$ cat src/sv/cfsm_pkg.sv
package cfsm_pkg;

	// Action codes of a command transaction.
	localparam logic [2:0] ACT_PUSH  = 3'd0;
	localparam logic [2:0] ACT_ALLOC = 3'd1;
	localparam logic [2:0] ACT_FREE  = 3'd2;
	localparam logic [2:0] ACT_GET   = 3'd3;
	localparam logic [2:0] ACT_SET   = 3'd4;
	localparam logic [2:0] ACT_BACK  = 3'd5;

	// Status codes of a result transaction.
	localparam logic [2:0] ST_OK    = 3'd0;
	localparam logic [2:0] ST_INDEX = 3'd1;
	localparam logic [2:0] ST_ALLOC = 3'd2;
	localparam logic [2:0] ST_FREE  = 3'd3;
	localparam logic [2:0] ST_PUSH  = 3'd4;
	localparam logic [2:0] ST_EMPTY = 3'd5;

	// Width of one stored word.
	localparam int WORD_W = 32;

	typedef struct packed {
		logic [2:0]               action;
		logic [8:0]               amount;
		logic signed [WORD_W-1:0] value;
	} cfsm_cmd_t;

	typedef struct packed {
		logic signed [WORD_W-1:0] read_word;
		logic [2:0]               status;
		logic                     unfreed_warning;
	} cfsm_rsp_t;

endpackage

$ cat src/sv/cfsm_exec.sv
module cfsm_exec import cfsm_pkg::*; #(
	parameter int STORE_DEPTH = 256,
	localparam int AW = $clog2(STORE_DEPTH),
	localparam int PW = $clog2(STORE_DEPTH + 1)
) (
	input  cfsm_cmd_t                cmd,
	input  logic [PW-1:0]            base,
	input  logic [PW-1:0]            top,
	input  logic signed [WORD_W-1:0] rd_a,
	input  logic signed [WORD_W-1:0] rd_b,
	output cfsm_rsp_t                rsp,
	output logic                     we,
	output logic [AW-1:0]            waddr,
	output logic [WORD_W-1:0]        wdata,
	output logic [PW-1:0]            base_nxt,
	output logic [PW-1:0]            top_nxt
);

	// Unsigned pointer sums and signed trailer arithmetic.
	localparam int SW = ((PW > 9) ? PW : 9) + 2;
	localparam int XW = WORD_W + 4;
	localparam logic [SW-1:0]        LIM_U = SW'(STORE_DEPTH);
	localparam logic signed [XW-1:0] LIM_S = XW'(STORE_DEPTH);
	localparam logic signed [XW-1:0] ONE_S = XW'(1);
	localparam logic signed [XW-1:0] TWO_S = XW'(2);

	logic [SW-1:0]        base_x, top_x, sum_n, sum_n1, sum_n2;
	logic                 alloc_fit, slot_fit;
	logic signed [XW-1:0] base_s, amt_s, held, keep, fsum, fsum1, fsum2, nb;
	logic                 free_fit, nb_bad;

	// Alloc and slot bounds against the store depth and the stack top.
	assign base_x    = SW'(base);
	assign top_x     = SW'(top);
	assign sum_n     = base_x + SW'(cmd.amount);
	assign sum_n1    = sum_n + SW'(1);
	assign sum_n2    = sum_n + SW'(2);
	assign alloc_fit = (sum_n2 <= LIM_U);
	assign slot_fit  = (sum_n2 <= top_x);

	// Free: locals held come from the trailer word just below the top.
	assign base_s   = signed'(XW'(base));
	assign amt_s    = signed'(XW'(cmd.amount));
	assign held     = (top > base) ? -XW'(rd_a) : '0;
	assign keep     = held - amt_s;
	assign fsum     = base_s + keep;
	assign fsum1    = fsum + ONE_S;
	assign fsum2    = fsum + TWO_S;
	assign free_fit = (fsum2 <= LIM_S);

	// Back: previous base from the trailer below the current base.
	assign nb     = base_s + XW'(rd_a) - TWO_S;
	assign nb_bad = (nb < 0) || (nb >= base_s);

	always_comb begin
		rsp.read_word       = '0;
		rsp.status          = ST_OK;
		rsp.unfreed_warning = 1'b0;
		we                  = 1'b0;
		waddr               = '0;
		wdata               = '0;
		base_nxt            = base;
		top_nxt             = top;
		case (cmd.action)
			ACT_PUSH: begin
				if (top_x < LIM_U) begin
					we       = 1'b1;
					waddr    = top[AW-1:0];
					wdata    = cmd.value;
					base_nxt = top;
				end else begin
					rsp.status = ST_PUSH;
				end
			end
			ACT_ALLOC: begin
				if (alloc_fit) begin
					we      = 1'b1;
					waddr   = sum_n1[AW-1:0];
					wdata   = WORD_W'(0) - WORD_W'(cmd.amount);
					top_nxt = sum_n2[PW-1:0];
				end else begin
					rsp.status = ST_ALLOC;
				end
			end
			ACT_FREE: begin
				if (keep == 0) begin
					top_nxt = base;
				end else if (keep > 0) begin
					if (free_fit) begin
						we      = 1'b1;
						waddr   = fsum1[AW-1:0];
						wdata   = WORD_W'(0) - keep[WORD_W-1:0];
						top_nxt = fsum2[PW-1:0];
					end else begin
						rsp.status = ST_ALLOC;
					end
				end else begin
					rsp.status = ST_FREE;
				end
			end
			ACT_GET: begin
				if (slot_fit) begin
					rsp.read_word = rd_a;
				end else begin
					rsp.status = ST_INDEX;
				end
			end
			ACT_SET: begin
				if (slot_fit) begin
					we    = 1'b1;
					waddr = sum_n[AW-1:0];
					wdata = cmd.value;
				end else begin
					rsp.status = ST_INDEX;
				end
			end
			ACT_BACK: begin
				if (base == '0) begin
					rsp.status = ST_EMPTY;
				end else begin
					rsp.unfreed_warning = (top != base);
					rsp.read_word       = rd_b;
					top_nxt             = base;
					base_nxt            = nb_bad ? '0 : nb[PW-1:0];
				end
			end
			default: begin
			end
		endcase
	end

endmodule

$ cat config.mk
export PLATFORM = sky130hd
export DESIGN_NAME = cfsm_exec
export DESIGN_NICKNAME = d
export VERILOG_FILES = /design/src/sv/cfsm_pkg.sv /design/src/sv/cfsm_exec.sv
export SDC_FILE = /design/constraint.sdc
export NUM_CORES = 1
export LEC_CHECK = 0
export BUFFER_PORTS_ARGS = -buffer_cell sky130_fd_sc_hd__clkbuf_2
export CORE_ASPECT_RATIO = 1.25
export CORE_UTILIZATION = 25
export DETAILED_ROUTE_END_ITERATION = 10
export PLACE_DENSITY = 0.48
export SYNTH_ARGS = -nofsm -noshare
export SYNTH_HDL_FRONTEND = slang
export SYNTH_SLANG_ARGS = --single-unit
export TNS_END_PERCENT = 30
$ cat constraint.sdc
create_clock -name vclk -period 21.3
set_input_delay 4.26 -clock vclk [all_inputs]
set_output_delay 4.26 -clock vclk [all_outputs]
set_load 0.05 [all_outputs]
# After elaboration in Yosys (flattened, before gate mapping)
# Cells that the tools add are included.
# op_classes
add_sub_neg	12
magnitude_cmp	8
n_eq_ne	6
n_mux	45
reduce_logical	5
# op_table
op	count
two-way mux 32 bit	8
case mux 32 bit (4 select lines)	1
two-way mux 9 bit	8
case mux 32 bit (2 select lines)	1
two-way mux 8 bit	6
adder 10 x 36 -> 36 bit	1
adder 36 x 3 -> 36 bit (second input constant)	1
> comparator 36 x 1 -> 1 bit (second input constant)	1
<= comparator 36 x 10 -> 1 bit (second input constant)	1
logical NOT 36 bit	1
two-way mux 36 bit	1
negation 36 bit	1
subtractor 36 x 10 -> 36 bit	1
>= comparator 34 x 10 -> 1 bit	1
less-than comparator 34 x 1 -> 1 bit (second input constant)	1
subtractor 33 x 3 -> 34 bit (second input constant)	1
adder 10 x 32 -> 33 bit	1
case mux 8 bit (4 select lines)	1
subtractor 1 x 32 -> 32 bit (first input constant)	1
case mux 9 bit (3 select lines)	1
case mux 9 bit (2 select lines)	1
case mux 3 bit (5 select lines)	1
two-way mux 3 bit	4
adder 10 x 2 -> 11 bit (second input constant)	1
other kinds (19)	30
# word_totals
reg_bits	0
inputBits	126
output_inout_bits	95
wordCells	76

# Logic depth before layout (Yosys ltp)
# Gate-level depths: netlist of the first run.
# logic_depth
depth_word	10
ltp_mapped	35
depth_no_buf	31

# Least setup slack after synthesis of the first run
# No wires, ideal clock.
# synth_path
kind	input port to output port
start	in base[6]
end	out top_nxt[5]
t_arrival_ns	12.674
t_required_ns	17.040
slack_ns	4.366
cell_stages	34
n_path_buf	5
cell_sequence	inv_1 -> ha_1 -> a211oi_1 -> nor2_1 -> a2111o_1 -> nand2_1 -> clkbuf_1 -> clkbuf_1 -> clkbuf_1 -> nor2_1 -> ha_1 -> nor2b_1 -> o31a_1 -> o21ai_0 -> nor2b_1 -> xnor2_1 -> ha_1 -> o21a_1 -> nor2_1 -> o31a_1 -> nor3_1 -> o211ai_1 -> clkbuf_1 -> nor3b_1 -> o21bai_1 -> a21oi_1 -> or4b_4 -> a2111oi_4 -> o21ai_1 -> nor4_2 -> nand3_1 -> buf_2 -> o21a_1 -> o221ai_1
# synth_between
elab_chain_cells	10
word_cells_on_any_way	18
cone_classes	add/sub: 5; order compare: 4; mux: 7; reduce/logical: 2
# synth_lines
element	line_no	source
start: declaration	cfsm_exec.sv:7	input logic [PW-1:0] base,
> comparator 9 bit	cfsm_exec.sv:44	assign held = (top > base) ? -XW'(rd_a) : '0;
two-way mux 36 bit	cfsm_exec.sv:44	
subtractor 36 x 10 -> 36 bit	cfsm_exec.sv:45	assign keep = held - amt_s;
adder 10 x 36 -> 36 bit	cfsm_exec.sv:46	assign fsum = base_s + keep;
adder 36 x 3 -> 36 bit	cfsm_exec.sv:48	assign fsum2 = fsum + TWO_S;
<= comparator 36 x 10 -> 1 bit	cfsm_exec.sv:49	assign free_fit = (fsum2 <= LIM_S);
two-way mux 9 bit	cfsm_exec.sv:89	if (free_fit) begin
two-way mux 9 bit	cfsm_exec.sv:88	end else if (keep > 0) begin
two-way mux 9 bit	cfsm_exec.sv:86	if (keep == 0) begin
case mux 9 bit (3 select lines) (*)	cfsm_exec.sv:64	case (cmd.action)
end: declaration	cfsm_exec.sv:16	output logic [PW-1:0] top_nxt
# Every way passes the cells marked *; elsewhere a longest branch is shown, timed or not.

# Worst setup path after layout of the first run
# layout_path
start	in base[1]
end	out wdata[21]
# layout_between
elab_chain_cells	10
word_cells_on_any_way	19
cone_classes	add/sub: 6; order compare: 5; mux: 7; reduce/logical: 1
# layout_lines
element	line_no	source
> comparator 9 bit	cfsm_exec.sv:44	
two-way mux 36 bit	cfsm_exec.sv:44	
subtractor 36 x 10 -> 36 bit	cfsm_exec.sv:45	
adder 10 x 36 -> 36 bit	cfsm_exec.sv:46	
adder 36 x 3 -> 36 bit	cfsm_exec.sv:48	
<= comparator 36 x 10 -> 1 bit	cfsm_exec.sv:49	
two-way mux 32 bit	cfsm_exec.sv:89	
two-way mux 32 bit	cfsm_exec.sv:88	
two-way mux 32 bit	cfsm_exec.sv:86	
case mux 32 bit (4 select lines) (*)	cfsm_exec.sv:64	
end: declaration	cfsm_exec.sv:14	output logic [WORD_W-1:0] wdata,
# Marks and branches as above.

==> results.yml, run 1 <==
route:
  finalWirelength_um: 45720
  ant_nets: 0
  initialDrtViolationCount: 940
  routedWlPerCell_um: 19.91
  dr.pass1.iters: 6
  drcViolationCount: 0
  vias: 12870
  viasPerCell: 5.601
setup_path:
  crit_fanout: 31
  startpoint: "base[1]"
  startpoint_type: "primary input"
  arrival_ns: 14.34
  crit_buf_inv: 5
  cp_slowest_stage_delay_ns: 1.09
  path_class: "in2out"
  crit_slowest_cell: "a2111oi_1"
  cp_data_required_time_ns: 17.04
  endpoint_kind: "primary output"
  worst_path_dominant_cell_family: "compound AO/OA/AOI/OAI gates"
sta:
  slew_viol_final: 0
  worst_slew_pin_slew_ns: 1.195
  finalCriticalPeriod_ns: 18.60
  fmax_mhz: 53.77
  finalSetupViolCount: 0
  slew_headroom_pct: 20.13
  hold_viol_final: 0
  hold_ws_ns: 8.948
  fin_crit_sh_pct: 87.32
  layout_setup_ws_ns: 2.702
  setup_tns_ns: 0
  rsz0062_at_grt: "no"
hold_path:
  min_from: "cmd[26]"
  min_path_type: "in2out"
finish:
  area_delta_synth_final_pct: 16.29
  n_fill_cell: 4656
  layout.area.seq_um2: 0
  clockBufferCount: 0
  drive_gt1_share_pct: 16.80
  fin_area_um2: 12130
  fin_nets: 2002
  seq_cells: 0
synth:
  yosysTopAreaCellShare_pct: 15.00
  yosys.area.top_type: "ha_1"
  synth_fp_nets: 1822
  synth_area_leaders: "ha_1 (15%), xnor2_1 (8.1%), a21oi_1 (5.0%)"
  avgSynthCellArea_um2: 6.660
  synthMostInstantiatedCell: "nor2_1"
  synth.distinct_cells: 94
  netlist_area_um2: 10430
  synth_cells: 1566
  synth_seq_area_share_pct: 0
  yosysWarnings: 0
  synthTopCellsByCount: "nor2_1 (134), inv_1 (127), ha_1 (125), nand2_1 (117), a21oi_1 (104)"
placed_design:
  place_hpwl_um: 38720
  routabilityCongestion: 0.9564
  io_buffers: 221
  dp_worst_setup_slack_ns: 2.766
  placed_area_um2: 12130
die:
  die_area_um2: 42550
  rows: 83
  die_height_um: 230.4
  start_util_pct: 25.36
  die_w_um: 184.7
  ios: 221
  coreArea_um2: 41120
clock_network:
  hold_buffers: 0
  post_cts_buffers: 0
  cts_resized: 0
global_routing:
  antenna_found_initial: 1
  grt_max_degree: 38
  grt_first_pass_wirelength_um: 69600
  grt_pass1_vias: 12470
  overflow: 0
  grt_use_total_pct: 20.68
power_and_ir_drop:
  peakVddDrop_mv: 0.01628
  p_leak_nw: 5.345
  total_power_mw: 0.5428
  power.density_nw_per_um2: 44.75
status:
  outcome: "completed"
flow_run:
  maxCapViolCount: 0
==> final timing paths <==
kind	endpoint	slack (ns)	cells after the start
worst max-delay path	wdata[21]	2.70	33
worst min-delay path	wdata[26]	8.95	4
==> report_power, final <==
part	switching, mW	leakage, nW	total [mW]	internal, mW
clock network	0	0.00000634	0.00000000628	0.00000000628
registers	0	0	0	0
logic	0.360	5.34	0.543	0.183
==> worst min-delay path, cell delays in order <==
cell and delay [ns]:
clkbuf_2 0.08, nand2_1 0.05, nand3_1 0.07, clkbuf_2 0.23
==> cell families after synthesis <==
kind of cell             share of synthesized area, %
AO/OA/AOI/OAI                                   33.65
XOR/XNOR                                        10.72
adder cells (fa/ha/maj)                         15.95
buffers and inverters                           6.790
multiplexers                                    1.392
AND/OR/NAND/NOR                                 31.49
==> metal layers <==
metal / routed length, um / global-route usage (%) / up-vias
li1: - / - / 6273
met1: 18560 / 23.55 / 6080
met2: 23420 / 39.83 / 436
met3: 2140 / 1.436 / 77
met4: 1601 / 7.051 / 0
met5: 0 / 0 / -
==> through the flow <==
| stage | utilization (%) | std cells |
|---|---|---|
| after floorplan | - | 1566 |
| after global placement | 29.49 | 2296 |
| after detailed placement | 29.49 | 2296 |
| after CTS | 29.49 | 2296 |
| after global routing | 29.49 | 2297 |
| final | 29.49 | 2297 |
==> placed cells by master, fill, tap and decap left out, types with 19 or more instances in the layout <==
cell type  Yosys  routed
o21bai_1      19      19
inv_1        127     127
xor2_1        27      27
nand4_1       43      43
nor3_1        69      69
a22o_1        41      41
o21ai_0       62      62
ha_1         125     125
a211o_1       19      19
nand2b_1      21      21
clkbuf_2       0     221
nand3_1       72      72
and3_1        23      23
xnor2_1       97      97
nor2_1       134     133
o21a_1        19      19
a21o_1        21      21
a21oi_1      104     104
nand2_1      117     117
==> final cells by class <==
| type | instances | area, um2 | share of cell area [%] |
|---|---|---|---|
| Inverter | 127 | 476.7 | 3.930 |
| Multi-Input combinational cell | 1382 | 9748 | 80.37 |
| Timing Repair Buffer | 235 | 1211 | 9.986 |
| Antenna cell | 1 | 2.502 | 0.02063 |
| Tap cell | 552 | 690.7 | 5.694 |
(Power assumes the default switching activity.)
==> inputs of run 2 (changes only) <==
--- a/config.mk
+++ b/config.mk
@@ -7,9 +7,9 @@
 export LEC_CHECK = 0
 export BUFFER_PORTS_ARGS = -buffer_cell sky130_fd_sc_hd__clkbuf_2
 export CORE_ASPECT_RATIO = 1.25
-export CORE_UTILIZATION = 25
+export CORE_UTILIZATION = 61
 export DETAILED_ROUTE_END_ITERATION = 10
-export PLACE_DENSITY = 0.48
+export PLACE_DENSITY = 0.93
 export SYNTH_ARGS = -nofsm -noshare
 export SYNTH_HDL_FRONTEND = slang
 export SYNTH_SLANG_ARGS = --single-unit
==> run 2 against run 1 <==
- first-iteration DRC count is 62% higher
- sequential cell count stayed put
- maximum frequency hardly changed
- critical endpoint is now top_nxt[6]
- largest power group unchanged
==> results.yml, run 2 (synthesis results as in run 1) <==
status:
  outcome: "completed"
die:
  coreArea_um2: 16780
  ios: 221
  start_util_pct: 62.17
  die_height_um: 148.2
  rows: 53
  die_w_um: 119.0
  die_area_um2: 17630
finish:
  drive_gt1_share_pct: 16.60
  layout.area.seq_um2: 0
  seq_cells: 0
  clockBufferCount: 0
  multi_input_area_um2: 9742
  final_common_cell: "clkbuf_2"
  final_cell_mix: "clkbuf_2 (221), nor2_1 (133), inv_1 (127)"
  fin_nets: 1999
  n_fill_cell: 1516
  area_delta_synth_final_pct: 12.01
  post-route-util_pct: 69.63
  antennaDiodeCount: 0
global_routing:
  grt_first_pass_wirelength_um: 64780
  grt_max_degree: 38
  met2_usage_pct: 79.33
  overflow: 0
  gr-usage-met3_pct: 11.04
  grt_pass1_vias: 12930
  grt_use_total_pct: 45.65
  antenna_found_initial: 1
  grt_util_met1_pct: 45.71
  grt.busiest_layer: "met2"
route:
  initialDrtViolationCount: 1524
  dr.pass1.iters: 8
  finalWirelength_um: 42200
  ant_nets: 0
  drcViolationCount: 0
  vias: 13720
  viasPerCell: 6.996
  routedWlPerCell_um: 21.52
setup_path:
  arrival_ns: 14.33
  startpoint_type: "primary input"
  startpoint: "base[6]"
  cp_slowest_stage_delay_ns: 0.98
  crit_fanout: 27
  cp_data_required_time_ns: 17.04
  endpoint_kind: "primary output"
  path_class: "in2out"
  crit_slowest_cell: "a2111oi_1"
power_and_ir_drop:
  peakVddDrop_mv: 0.02437
  p_int_mw: 0.1814
  p_sw_mw: 0.3598
  switching_share_pct: 66.47
  power.density_nw_per_um2: 46.33
  p_clk_share_pct: 0
  p_leak_nw: 5.330
  comb_power_share_pct: 100.0
  pwr-share-seq_pct: 0
clock_network:
  post_cts_buffers: 0
  cts_resized: 0
  hold_buffers: 0
sta:
  fmax_mhz: 53.78
  rsz0062_at_grt: "no"
  slew_headroom_pct: 10.14
  slew_viol_final: 0
  hold_viol_final: 0
  finalCriticalPeriod_ns: 18.59
  worst_slew_pin_slew_ns: 1.336
  setup_tns_ns: 0
  fin_crit_sh_pct: 87.30
  finalSetupViolCount: 0
hold_path:
  min_from: "cmd[20]"
  holdPathStages: 4
  min_path_type: "in2out"
placed_design:
  place_hpwl_um: 33750
  routabilityCongestion: 1.136
  io_buffers: 221
flow_run:
  maxCapViolCount: 0
[run 2: cell types whose count changed in the layout (fill, tap and decap cells not counted)]
cell,change
nor4_2,-1
nor4_1,+1
buf_4,-3
diode_2,-1
[run 2: power by group through the flow]
stage	combinational, mW	sequential (mW)	clock [mW]
floorplan	0.385	0	0
global placement	0.510	0	0
detailed placement	0.521	0	0
CTS	0.523	0	0
global route	0.578	0	0
finish	0.541	0	0
[run 2: critical path, delay by kind of cell]
| kind | cells | cell delay, ns |
|---|---|---|
| xor gates and xnor gates | 2 | 0.33 |
| buffers and inverters | 5 | 1.18 |
| adders and majority gates | 4 | 1.06 |
| AOI/OAI and AO/OA | 11 | 3.47 |
| and+or+nand+nor | 11 | 4.01 |
[run 2: layer usage]
layer	wire, um	share of wire (%)
met5	21	0.050
met4	4101	9.7
met3	4311	10
met2	19460	46
met1	14300	34
[run 2: area by class of cell]
class / count / share of cell area (%)
Tap cell: 220 / 2.356
Inverter: 127 / 4.081
Timing Repair Buffer: 232 / 10.17
Multi-Input combinational cell: 1382 / 83.39
[run 2: through the flow]
step	cell area, um2	hold slack (ns)	setup WS [ns]	cells	power, mW
after detailed placement	11680	8.945	3.167	1961	0.5210
after CTS	11680	8.944	3.130	1961	0.5235
after floorplan	10430	8.865	4.366	1566	0.3852
final	11680	8.943	2.706	1961	0.5412
after global placement	11680	8.943	3.480	1961	0.5103
after global routing	11680	8.958	2.241	1961	0.5780
[run 2: worst paths after layout]
| check | slack [ns] | endpoint |
|---|---|---|
| max | 2.71 | top_nxt[6] |
| min | 8.94 | wdata[20] |
